**config.mk**
```make
export PLATFORM = sky130hd
export DESIGN_NAME = page_table_lru_fifo_mapper
export DESIGN_NICKNAME = d
export VERILOG_FILES = /design/src/rtl/core/pta_pkg.sv /design/src/rtl/core/pta_div.sv /design/src/rtl/core/pta_cell.sv /design/src/rtl/core/page_table_lru_fifo_mapper.sv
export SDC_FILE = /design/constraint.sdc
export NUM_CORES = 2
export LEC_CHECK = 0
export BUFFER_PORTS_ARGS = -buffer_cell sky130_fd_sc_hd__buf_4
export CAP_MARGIN = 20
export CORE_MARGIN = 1.5
export CORE_UTILIZATION = 60
export DETAILED_ROUTE_END_ITERATION = 10
export GPL_TIMING_DRIVEN = 0
export PLACE_DENSITY = 0.76
export SLEW_MARGIN = 20
export SYNTH_ARGS = -nofsm -noshare
export SYNTH_HDL_FRONTEND = slang
export SYNTH_HIERARCHICAL = 1
export SYNTH_SLANG_ARGS = --single-unit
```
**constraint.sdc**
```tcl
create_clock -name clock -period 90.8 [get_ports clock]
set_input_delay 22.7 -clock clock [delete_from_list [all_inputs] [get_ports clock]]
set_output_delay 22.7 -clock clock [all_outputs]
set_load 0.005 [all_outputs]
```
**src/rtl/core/pta_pkg.sv**
```systemverilog
// ----------------------------------------------------------------------------
// Page table mapper package
// Field widths, register indexes, outcome codes and the cell control bundle
// shared by the mapper, its cells and its divider.
// ----------------------------------------------------------------------------
`default_nettype none

package pta_pkg;

   // Request and response field widths
   localparam int ADDR_W  = 20;   // virtual address and virtual page
   localparam int PAGE_W  = 17;   // memory size and page size registers
   localparam int PHYS_W  = 16;   // physical address
   localparam int FRAME_W = 6;    // reported frame number
   localparam int OUT_W   = 2;    // outcome code

   // Table positions and frame numbers, wide enough for the largest table
   localparam int POS_W = 11;

   // Divider widths
   localparam int DIV_W = ADDR_W;
   localparam int DSR_W = PAGE_W;

   // Parameter defaults
   localparam int DEF_MAX_ENTRIES = 64;
   localparam int DEF_VADDR_BITS  = 20;

   // Register values after reset
   localparam logic [PAGE_W-1:0] RST_MEMORY_SIZE = PAGE_W'(256);
   localparam logic [PAGE_W-1:0] RST_PAGE_BYTES  = PAGE_W'(16);
   localparam int                RST_CAPACITY    = 16;

   // Register indexes
   localparam int CSR_IDX_W = 2;
   localparam logic [CSR_IDX_W-1:0] CSR_MEMORY_SIZE = 2'd0;
   localparam logic [CSR_IDX_W-1:0] CSR_PAGE_BYTES  = 2'd1;
   localparam logic [CSR_IDX_W-1:0] CSR_POLICY      = 2'd2;

   // Replacement policies
   localparam logic POLICY_LRU  = 1'b0;
   localparam logic POLICY_FIFO = 1'b1;

   // Outcome codes
   localparam logic [OUT_W-1:0] OUT_HIT   = 2'd0;
   localparam logic [OUT_W-1:0] OUT_EVICT = 2'd1;
   localparam logic [OUT_W-1:0] OUT_FILL  = 2'd2;

   // Control bundle broadcast to every cell of the table
   typedef struct packed {
      logic              compare;     // register match against vpage
      logic              shift_en;    // cells at or past shift_from take neighbor
      logic [POS_W-1:0]  shift_from;
      logic              load_en;     // cell at load_pos takes vpage/frame
      logic [POS_W-1:0]  load_pos;
      logic [POS_W-1:0]  fill;        // number of valid entries
      logic [ADDR_W-1:0] vpage;
      logic [POS_W-1:0]  frame;
   } pta_ctl_type;

endpackage

`default_nettype wire

```
**src/rtl/core/pta_div.sv**
```systemverilog
// ----------------------------------------------------------------------------
// Serial divider
// Restoring divider, one quotient bit per cycle. A start pulse loads the
// operands; done pulses for one cycle when quotient and remainder are valid.
// ----------------------------------------------------------------------------
`default_nettype none

module pta_div (
   input  wire logic                       clock,
   input  wire logic                       reset,
   input  wire logic                       start,
   input  wire logic [pta_pkg::DIV_W-1:0]  dividend,
   input  wire logic [pta_pkg::DSR_W-1:0]  divisor,
   output logic                            done,
   output logic [pta_pkg::DIV_W-1:0]       quotient,
   output logic [pta_pkg::DSR_W-1:0]       remainder
);
   import pta_pkg::*;

   localparam int CNT_W = $clog2(DIV_W);

   logic             busy_ff;
   logic             done_ff;
   logic [CNT_W-1:0] cnt_ff;
   logic [DIV_W-1:0] dvd_ff;
   logic [DIV_W-1:0] quo_ff;
   logic [DSR_W-1:0] rem_ff;
   logic [DSR_W-1:0] dsr_ff;

   logic [DSR_W:0]   trial;
   logic [DSR_W:0]   diff;
   logic             ge;

   // Trial subtract of the next partial remainder
   always_comb begin
      trial = {rem_ff, dvd_ff[DIV_W-1]};
      diff  = trial - {1'b0, dsr_ff};
      ge    = (trial >= {1'b0, dsr_ff});
   end

   // Iteration control
   always_ff @(posedge clock) begin
      if (reset) begin
         busy_ff <= 1'b0;
         done_ff <= 1'b0;
         cnt_ff  <= '0;
      end else begin
         done_ff <= 1'b0;
         if (start) begin
            busy_ff <= 1'b1;
            cnt_ff  <= '0;
         end else if (busy_ff) begin
            cnt_ff <= cnt_ff + 1'b1;
            if (cnt_ff == CNT_W'(DIV_W - 1)) begin
               busy_ff <= 1'b0;
               done_ff <= 1'b1;
            end
         end
      end
   end

   // Datapath: shift dividend out, quotient bits in
   always_ff @(posedge clock) begin
      if (start) begin
         dvd_ff <= dividend;
         quo_ff <= '0;
         rem_ff <= '0;
         dsr_ff <= divisor;
      end else if (busy_ff) begin
         dvd_ff <= {dvd_ff[DIV_W-2:0], 1'b0};
         quo_ff <= {quo_ff[DIV_W-2:0], ge};
         rem_ff <= ge ? diff[DSR_W-1:0] : trial[DSR_W-1:0];
      end
   end

   assign done      = done_ff;
   assign quotient  = quo_ff;
   assign remainder = rem_ff;

endmodule

`default_nettype wire

```
**src/rtl/core/pta_cell.sv**
```systemverilog
// ----------------------------------------------------------------------------
// Page table cell
// Holds one table slot (virtual page and frame). Compares against the
// broadcast page, takes its back neighbor's slot when the table shifts
// toward the front, or loads the broadcast page and frame.
// ----------------------------------------------------------------------------
`default_nettype none

module pta_cell #(
   parameter int CELL_IDX = 0,
   parameter int FRM_W    = 6
) (
   input  wire logic                        clock,
   input  wire pta_pkg::pta_ctl_type        ctl,
   input  wire logic [pta_pkg::ADDR_W-1:0]  next_vpage,
   input  wire logic [FRM_W-1:0]            next_frame,
   output logic [pta_pkg::ADDR_W-1:0]       vpage,
   output logic [FRM_W-1:0]                 frame,
   output logic                             match
);
   import pta_pkg::*;

   localparam logic [POS_W-1:0] POS      = POS_W'(CELL_IDX);
   localparam logic [POS_W-1:0] POS_NEXT = POS_W'(CELL_IDX + 1);

   logic [ADDR_W-1:0] vpage_ff;
   logic [FRM_W-1:0]  frame_ff;
   logic              match_ff;

   // Match flag, only for slots inside the valid part
   always_ff @(posedge clock) begin
      if (ctl.compare) begin
         match_ff <= (POS < ctl.fill) && (vpage_ff == ctl.vpage);
      end
   end

   // Slot contents: load or take the neighbor behind
   always_ff @(posedge clock) begin
      if (ctl.load_en && (ctl.load_pos == POS)) begin
         vpage_ff <= ctl.vpage;
         frame_ff <= ctl.frame[FRM_W-1:0];
      end else if (ctl.shift_en && (POS >= ctl.shift_from) && (POS_NEXT < ctl.fill)) begin
         vpage_ff <= next_vpage;
         frame_ff <= next_frame;
      end
   end

   assign vpage = vpage_ff;
   assign frame = frame_ff;
   assign match = match_ff;

endmodule

`default_nettype wire

```
**src/rtl/core/page_table_lru_fifo_mapper.sv**
```systemverilog
// ----------------------------------------------------------------------------
// Page table mapper with LRU / FIFO replacement
// Translates virtual addresses through an ordered table kept in a row of
// cells; misses fill free slots or evict the front entry.
//
//   channel | direction | handshake           | payload
//   req     | in        | req_valid/req_stall | vaddr
//   rsp     | out       | rsp_valid/rsp_stall | outcome, virtual_page, frame,
//           |           |                     | physical_address
//   csr     | in        | csr_valid/csr_ready | csr_index, csr_wdata
//
// One request at a time: the divider loads on the accept edge and runs to its done
// pulse, then the compare, reduce and decide states follow in order and the
// response register is loaded from ST_OUT. A new request is taken only after
// the previous response has been registered.
// A write to a mapped register clears the table and recomputes capacity with
// the same divider, with csr_ready low and req_stall high until it is done.
// Reset is synchronous; the table is empty and capacity is 16 after reset.
// A stalled response holds; a new request is taken while it waits.
// ----------------------------------------------------------------------------
`default_nettype none

module page_table_lru_fifo_mapper #(
   parameter int MAX_ENTRIES = pta_pkg::DEF_MAX_ENTRIES,
   parameter int VADDR_BITS  = pta_pkg::DEF_VADDR_BITS
) (
   input  wire logic                          clock,
   input  wire logic                          reset,
   // Request channel
   input  wire logic                          req_valid,
   output logic                               req_stall,
   input  wire logic [pta_pkg::ADDR_W-1:0]    req_vaddr,
   // Response channel
   output logic                               rsp_valid,
   input  wire logic                          rsp_stall,
   output logic [pta_pkg::OUT_W-1:0]          rsp_outcome,
   output logic [pta_pkg::ADDR_W-1:0]         rsp_virtual_page,
   output logic [pta_pkg::FRAME_W-1:0]        rsp_frame,
   output logic [pta_pkg::PHYS_W-1:0]         rsp_physical_address,
   // Register write channel
   input  wire logic                          csr_valid,
   output logic                               csr_ready,
   input  wire logic [pta_pkg::CSR_IDX_W-1:0] csr_index,
   input  wire logic [pta_pkg::PAGE_W-1:0]    csr_wdata
);
   import pta_pkg::*;

   localparam int FRM_W   = (MAX_ENTRIES > 1) ? $clog2(MAX_ENTRIES) : 1;
   localparam int CNT_W   = $clog2(MAX_ENTRIES + 1);
   localparam int AW      = (VADDR_BITS < ADDR_W) ? VADDR_BITS : ADDR_W;
   localparam int CAP_RST = (RST_CAPACITY < MAX_ENTRIES) ? RST_CAPACITY : MAX_ENTRIES;

   typedef enum logic [2:0] {
      ST_IDLE,
      ST_CAP_START,
      ST_CAP_WAIT,
      ST_ADDR_WAIT,
      ST_COMPARE,
      ST_REDUCE,
      ST_DECIDE,
      ST_OUT
   } state_type;

   state_type          state_ff;
   logic [PAGE_W-1:0]  memsz_ff;
   logic [PAGE_W-1:0]  pgsz_ff;
   logic               policy_ff;
   logic [CNT_W-1:0]   cap_ff;
   logic [CNT_W-1:0]   fill_ff;
   logic [ADDR_W-1:0]  vp_ff;
   logic [DSR_W-1:0]   off_ff;
   logic               hit_ff;
   logic [POS_W-1:0]   hit_idx_ff;
   logic [FRM_W-1:0]   hit_frame_ff;
   logic [OUT_W-1:0]   outcome_ff;
   logic [POS_W-1:0]   fr_ff;
   logic [PHYS_W-1:0]  prod_ff;
   logic               rsp_valid_ff;
   logic [OUT_W-1:0]   rsp_outcome_ff;
   logic [ADDR_W-1:0]  rsp_vpage_ff;
   logic [FRAME_W-1:0] rsp_frame_ff;
   logic [PHYS_W-1:0]  rsp_phys_ff;

   logic               req_take;
   logic               csr_take;
   logic               div_start;
   logic [DIV_W-1:0]   div_dividend;
   logic [DSR_W-1:0]   eff_page;
   logic               div_done;
   logic [DIV_W-1:0]   div_quo;
   logic [DSR_W-1:0]   div_rem;
   logic [CNT_W-1:0]   cap_in;
   logic [CNT_W-1:0]   fill_in;
   logic [OUT_W-1:0]   outcome_in;
   logic [POS_W-1:0]   fr_in;
   logic               out_free;

   pta_ctl_type        ctl;

   logic [ADDR_W-1:0]  cell_vpage [MAX_ENTRIES];
   logic [FRM_W-1:0]   cell_frame [MAX_ENTRIES];
   logic               cell_match [MAX_ENTRIES];

   logic               red_hit;
   logic [POS_W-1:0]   red_idx;
   logic [FRM_W-1:0]   red_frame;

   // Handshakes: register writes take priority over requests
   assign csr_ready = (state_ff == ST_IDLE);
   assign req_stall = (state_ff != ST_IDLE) || csr_valid;
   assign csr_take  = csr_valid && csr_ready;
   assign req_take  = req_valid && !req_stall;
   assign out_free  = !rsp_valid_ff || !rsp_stall;

   // Divider operands: address on a request, memory size on a recompute
   assign eff_page     = (pgsz_ff == '0) ? DSR_W'(1) : pgsz_ff;
   assign div_start    = req_take || (state_ff == ST_CAP_START);
   assign div_dividend = (state_ff == ST_CAP_START) ? DIV_W'(memsz_ff)
                                                    : DIV_W'(req_vaddr[AW-1:0]);

   pta_div u_div (
      .clock     (clock),
      .reset     (reset),
      .start     (div_start),
      .dividend  (div_dividend),
      .divisor   (eff_page),
      .done      (div_done),
      .quotient  (div_quo),
      .remainder (div_rem)
   );

   // Capacity saturated to 1..MAX_ENTRIES
   always_comb begin
      if (div_quo == '0) begin
         cap_in = CNT_W'(1);
      end else if (div_quo > DIV_W'(MAX_ENTRIES)) begin
         cap_in = CNT_W'(MAX_ENTRIES);
      end else begin
         cap_in = div_quo[CNT_W-1:0];
      end
   end

   // Replacement decision and cell control
   always_comb begin
      ctl            = '0;
      ctl.compare    = (state_ff == ST_COMPARE);
      ctl.fill       = POS_W'(fill_ff);
      ctl.vpage      = vp_ff;
      fill_in        = fill_ff;
      outcome_in     = OUT_HIT;
      fr_in          = POS_W'(hit_frame_ff);
      if (hit_ff) begin
         // hit: LRU moves the entry to the back, FIFO leaves the order
         ctl.shift_en   = (policy_ff == POLICY_LRU);
         ctl.shift_from = hit_idx_ff;
         ctl.load_en    = (policy_ff == POLICY_LRU);
         ctl.load_pos   = POS_W'(fill_ff) - 1'b1;
         ctl.frame      = POS_W'(hit_frame_ff);
      end else if (fill_ff < cap_ff) begin
         // miss with room: next free slot, frame is its own index
         outcome_in   = OUT_FILL;
         fr_in        = POS_W'(fill_ff);
         ctl.load_en  = 1'b1;
         ctl.load_pos = POS_W'(fill_ff);
         ctl.frame    = POS_W'(fill_ff);
         fill_in      = fill_ff + 1'b1;
      end else begin
         // miss with full table: evict front, reuse its frame at the back
         outcome_in     = OUT_EVICT;
         fr_in          = POS_W'(cell_frame[0]);
         ctl.shift_en   = 1'b1;
         ctl.shift_from = '0;
         ctl.load_en    = 1'b1;
         ctl.load_pos   = POS_W'(fill_ff) - 1'b1;
         ctl.frame      = POS_W'(cell_frame[0]);
      end
      if (state_ff != ST_DECIDE) begin
         ctl.shift_en = 1'b0;
         ctl.load_en  = 1'b0;
      end
   end

   // Row of table cells, each but the last fed by the cell behind it
   for (genvar k = 0; k < MAX_ENTRIES; k++) begin : g_cell
      logic [ADDR_W-1:0] nb_vpage;
      logic [FRM_W-1:0]  nb_frame;
      if (k < MAX_ENTRIES - 1) begin : g_nb
         assign nb_vpage = cell_vpage[k+1];
         assign nb_frame = cell_frame[k+1];
      end else begin : g_last
         assign nb_vpage = vp_ff;
         assign nb_frame = hit_frame_ff;
      end
      pta_cell #(
         .CELL_IDX (k),
         .FRM_W    (FRM_W)
      ) u_cell (
         .clock      (clock),
         .ctl        (ctl),
         .next_vpage (nb_vpage),
         .next_frame (nb_frame),
         .vpage      (cell_vpage[k]),
         .frame      (cell_frame[k]),
         .match      (cell_match[k])
      );
   end

   // Match reduction: at most one valid cell matches
   always_comb begin
      red_hit   = 1'b0;
      red_idx   = '0;
      red_frame = '0;
      for (int k = 0; k < MAX_ENTRIES; k++) begin
         if (cell_match[k]) begin
            red_hit   = 1'b1;
            red_idx   = red_idx | POS_W'(k);
            red_frame = red_frame | cell_frame[k];
         end
      end
   end

   // Sequencer, registers and response register
   always_ff @(posedge clock) begin
      if (reset) begin
         state_ff     <= ST_IDLE;
         memsz_ff     <= RST_MEMORY_SIZE;
         pgsz_ff      <= RST_PAGE_BYTES;
         policy_ff    <= POLICY_LRU;
         cap_ff       <= CNT_W'(CAP_RST);
         fill_ff      <= '0;
         rsp_valid_ff <= 1'b0;
      end else begin
         // response valid: set when a response is registered, cleared when taken
         if (state_ff == ST_OUT && out_free) begin
            rsp_valid_ff <= 1'b1;
         end else if (rsp_valid_ff && !rsp_stall) begin
            rsp_valid_ff <= 1'b0;
         end
         case (state_ff)
            ST_IDLE: begin
               if (csr_take) begin
                  case (csr_index)
                     CSR_MEMORY_SIZE: begin
                        memsz_ff <= csr_wdata;
                        fill_ff  <= '0;
                        state_ff <= ST_CAP_START;
                     end
                     CSR_PAGE_BYTES: begin
                        pgsz_ff  <= csr_wdata;
                        fill_ff  <= '0;
                        state_ff <= ST_CAP_START;
                     end
                     CSR_POLICY: begin
                        policy_ff <= csr_wdata[0];
                        fill_ff   <= '0;
                        state_ff  <= ST_CAP_START;
                     end
                     default: begin
                        state_ff <= ST_IDLE;
                     end
                  endcase
               end else if (req_take) begin
                  state_ff <= ST_ADDR_WAIT;
               end
            end
            ST_CAP_START: begin
               state_ff <= ST_CAP_WAIT;
            end
            ST_CAP_WAIT: begin
               if (div_done) begin
                  cap_ff   <= cap_in;
                  state_ff <= ST_IDLE;
               end
            end
            ST_ADDR_WAIT: begin
               if (div_done) begin
                  state_ff <= ST_COMPARE;
               end
            end
            ST_COMPARE: begin
               state_ff <= ST_REDUCE;
            end
            ST_REDUCE: begin
               state_ff <= ST_DECIDE;
            end
            ST_DECIDE: begin
               fill_ff  <= fill_in;
               state_ff <= ST_OUT;
            end
            ST_OUT: begin
               if (out_free) begin
                  state_ff <= ST_IDLE;
               end
            end
            default: begin
               state_ff <= ST_IDLE;
            end
         endcase
      end
   end

   // Datapath registers
   always_ff @(posedge clock) begin
      if (state_ff == ST_ADDR_WAIT && div_done) begin
         vp_ff  <= div_quo;
         off_ff <= div_rem;
      end
      if (state_ff == ST_REDUCE) begin
         hit_ff       <= red_hit;
         hit_idx_ff   <= red_idx;
         hit_frame_ff <= red_frame;
      end
      if (state_ff == ST_DECIDE) begin
         outcome_ff <= outcome_in;
         fr_ff      <= fr_in;
         prod_ff    <= PHYS_W'(PHYS_W'(fr_in) * eff_page[PHYS_W-1:0]);
      end
      if (state_ff == ST_OUT && out_free) begin
         rsp_outcome_ff <= outcome_ff;
         rsp_vpage_ff   <= vp_ff;
         rsp_frame_ff   <= fr_ff[FRAME_W-1:0];
         rsp_phys_ff    <= prod_ff + off_ff[PHYS_W-1:0];
      end
   end

   assign rsp_valid            = rsp_valid_ff;
   assign rsp_outcome          = rsp_outcome_ff;
   assign rsp_virtual_page     = rsp_vpage_ff;
   assign rsp_frame            = rsp_frame_ff;
   assign rsp_physical_address = rsp_phys_ff;

endmodule

`default_nettype wire

```
==> flow_metrics.env <==
export IMPL_worst_slack_ns=44.93
export IMPL_min_delay_start="outcome_ff[1]$_SDFFCE_PP0P_"
export IMPL_drc=0
export IMPL_layout_common_cells="1,882 x edfxtp_1, 1,151 x mux2_4, 922 x xor2_1"
export IMPL_cts_tree="yes"
export IMPL_slew_headroom_pct=15.5
export IMPL_dp_hpwl_um=280000
export IMPL_portBuffers=89
export IMPL_clock_latency_ns=0.89
export IMPL_final_common_cell="edfxtp_1"
export IMPL_p_seq_share_pct=51.9
export IMPL_syn_area_per_cell_um2=14.7
export IMPL_cts_htree_levels=4
export IMPL_dieArea_mm2=0.195
export IMPL_p_sw_w=0.000432
export IMPL_crit_path_end_kind="primary output"
export IMPL_wl_per_cell_um=31.9
export IMPL_rsz0062_at_grt="false"
export IMPL_crit_top_cell="buf_4"
export IMPL_fin_skew_ns=0.0406
export IMPL_met1_length_um=141000
export IMPL_num_rows=160
export IMPL_min_period_ns=45.87
export IMPL_fin_crit_sh_pct=50.5
export IMPL_drt_wl_total_um=378000
export IMPL_core_area_mm2=0.191
export IMPL_cp_max_fo=5
export IMPL_start_util_pct=60.6
export IMPL_path_class="input port to primary output"
export IMPL_worstHoldPathType="flop to flop"
export IMPL_routed_wl_met3_um=33600
export IMPL_startpoint_type="input port"
export IMPL_clock_sinks=1979
export IMPL_syn2layout_area_growth_pct=17.8
export IMPL_nets=9350
export IMPL_r2r_start="fill_ff[3]$_SDFFE_PP0P_"
export IMPL_fmax_ghz=0.0218
export IMPL_drtIter0Drc=8197
export IMPL_grtUsageTotal_pct=38.1
export IMPL_gp_congestion=1.02
export IMPL_drt_pass1_iterations=8
export IMPL_cts_clk_slew_worst_paths_ns=0.06
export IMPL_die_w_um=442
export IMPL_status="finished clean"
export IMPL_path_buf_inv=2
export IMPL_synthCells=7852
export IMPL_drive_above_1_share_pct=30.8
export IMPL_cts_repair_resized=0
export IMPL_clockBufferDepth=3
export IMPL_grt_overflow=0
export IMPL_slowest_stage="nand2b_1"
export IMPL_vias=77100
export IMPL_required_ns=68.10
export IMPL_worst_slew_pin_slew_ns=1.27
export IMPL_first_global_vias=78600
export IMPL_hold_end="rsp_outcome[1]$_DFFE_PP_"
export IMPL_maxCapViolCount=0
export IMPL_arrival_ns=23.17
export IMPL_rrSetupSlack_ns=80.17
export IMPL_p_sw_share_pct=22.4
export IMPL_cpPeakStageDelay_ns=0.17
export IMPL_yosys_warnings=6
export IMPL_antenna_found_initial=9
export IMPL_hold_viol=0
export IMPL_syn_area_mm2=0.115
export IMPL_peakVddDrop_mv=0.0199
export IMPL_hold_depth=0
export IMPL_crit_family="buffers and inverters"
export IMPL_cts_made_buffers=208
export IMPL_dp_slack_ns=44.93
export IMPL_drtAntennaViolNets=0
export IMPL_grt_pass1_wl_um=544000
export IMPL_cts_hold_buffers=0
export IMPL_power_frac_comb_pct=4.3
export IMPL_power_density_mw_per_mm2=14.2
export IMPL_cts_setup_buffers=0
export IMPL_tns_ns=0
export IMPL_report_final_slew_viol_count=0
export IMPL_die_y_um=442
export IMPL_routed_top_layer="met5"
export IMPL_r2r_cells=46
export IMPL_avgViaCountPerCell=6.50
export IMPL_cts_root_buf="clkbuf_16"
export IMPL_crit_chain="buf_4, nand2b_1, buf_4"
export IMPL_grt_max_degree=54
export IMPL_clockPowerShare_pct=43.8
export IMPL_r2r_end="g_cell[53].u_cell/vpage[8]$_DFFE_PP_"
export IMPL_p_leak_nw=53.5
export IMPL_dr_wl_met2_um=180000
export IMPL_setup_violations_final=0
export IMPL_ios=91
export IMPL_p_int_w=0.00150
-- flip-flops by register name, summed over array words and instances (netlist names), 20 cells and up --
name and count:
u_div/dvd_ff 20, g_cell.nb_vpage 20, g_cell.u_cell/match 64, g_cell.u_cell/vpage 1280, g_cell.u_cell/frame 384, u_div/quotient 20
rsp_virtual_page 20
-- metal layers --
metal / vias up / track usage (%)
met5: - / 0
met4: 12 / 20.7
met3: 1311 / 7.93
met2: 4463 / 62.6
met1: 38700 / 47.1
li1: 32700 / -
-- worst max-delay path by stage --
stage / from / end / slack (ns) / cells after the start
after global placement: fill_ff[3]$_SDFFE_PP0P_ / g_cell[63].u_cell/frame[1]$_DFFE_PP_ / 10.07 / 12
after detailed placement: csr_valid / req_stall / 44.93 / 3
after CTS: csr_valid / req_stall / 44.93 / 3
after floorplan: fill_ff[3]$_SDFFE_PP0P_ / g_cell[59].u_cell/frame[0]$_DFFE_PP_ / 20.46 / 12
final: csr_valid / req_stall / 44.93 / 3
after global routing: csr_valid / req_stall / 44.91 / 3
-- power groups by stage --
stage | Sequential (W) | Combinational (W) | Clock, W
4_1_cts | 0.00100 | 0.0000803 | 0.000849
3_5_place_dp | 0.00102 | 0.0000797 | 0
2_1_floorplan | 0.00102 | 0.0000589 | 0
6_report | 0.00100 | 0.0000829 | 0.000845
3_3_place_gp | 0.00102 | 0.0000790 | 0
5_1_grt | 0.00100 | 0.0000902 | 0.000883
-- worst reg2reg max path: cells and delay by family (launching register included) --
family | cells | cell delay [ns]
flops | 1 | 0.47
compound gates | 3 | 1.06
buf+inv | 36 | 7.07
simple gates | 6 | 1.49
fa+ha+maj | 1 | 0.29
-- metrics by stage --
step	cell area (µm²)	total power [W]	util (%)	hold WS, ns	instances
6_report	136000	0.00193	71.4	0.434	11900
5_1_grt	136000	0.00197	71.4	0.454	11900
4_1_cts	136000	0.00193	71.3	0.437	11900
3_5_place_dp	129000	0.00110	67.9	0.423	11500
3_3_place_gp	121000	0.00110	63.7	0.425	11000
2_1_floorplan	118000	0.00108	-	0.400	8437
-- layout make-up --
class                      instances  area (µm²)
fill                           12100       54600
multi-input combinational       6078       57500
buffer                           256        1980
timing repair buffer             521        7740
tap                             2511        3140
clock buffer                     253        5590
inverter                         124         470
clock inverter                   134        1040
sequential                      1979       58500
antenna                            5        12.5
No activity file was read; power rests on OpenSTA's default activity.
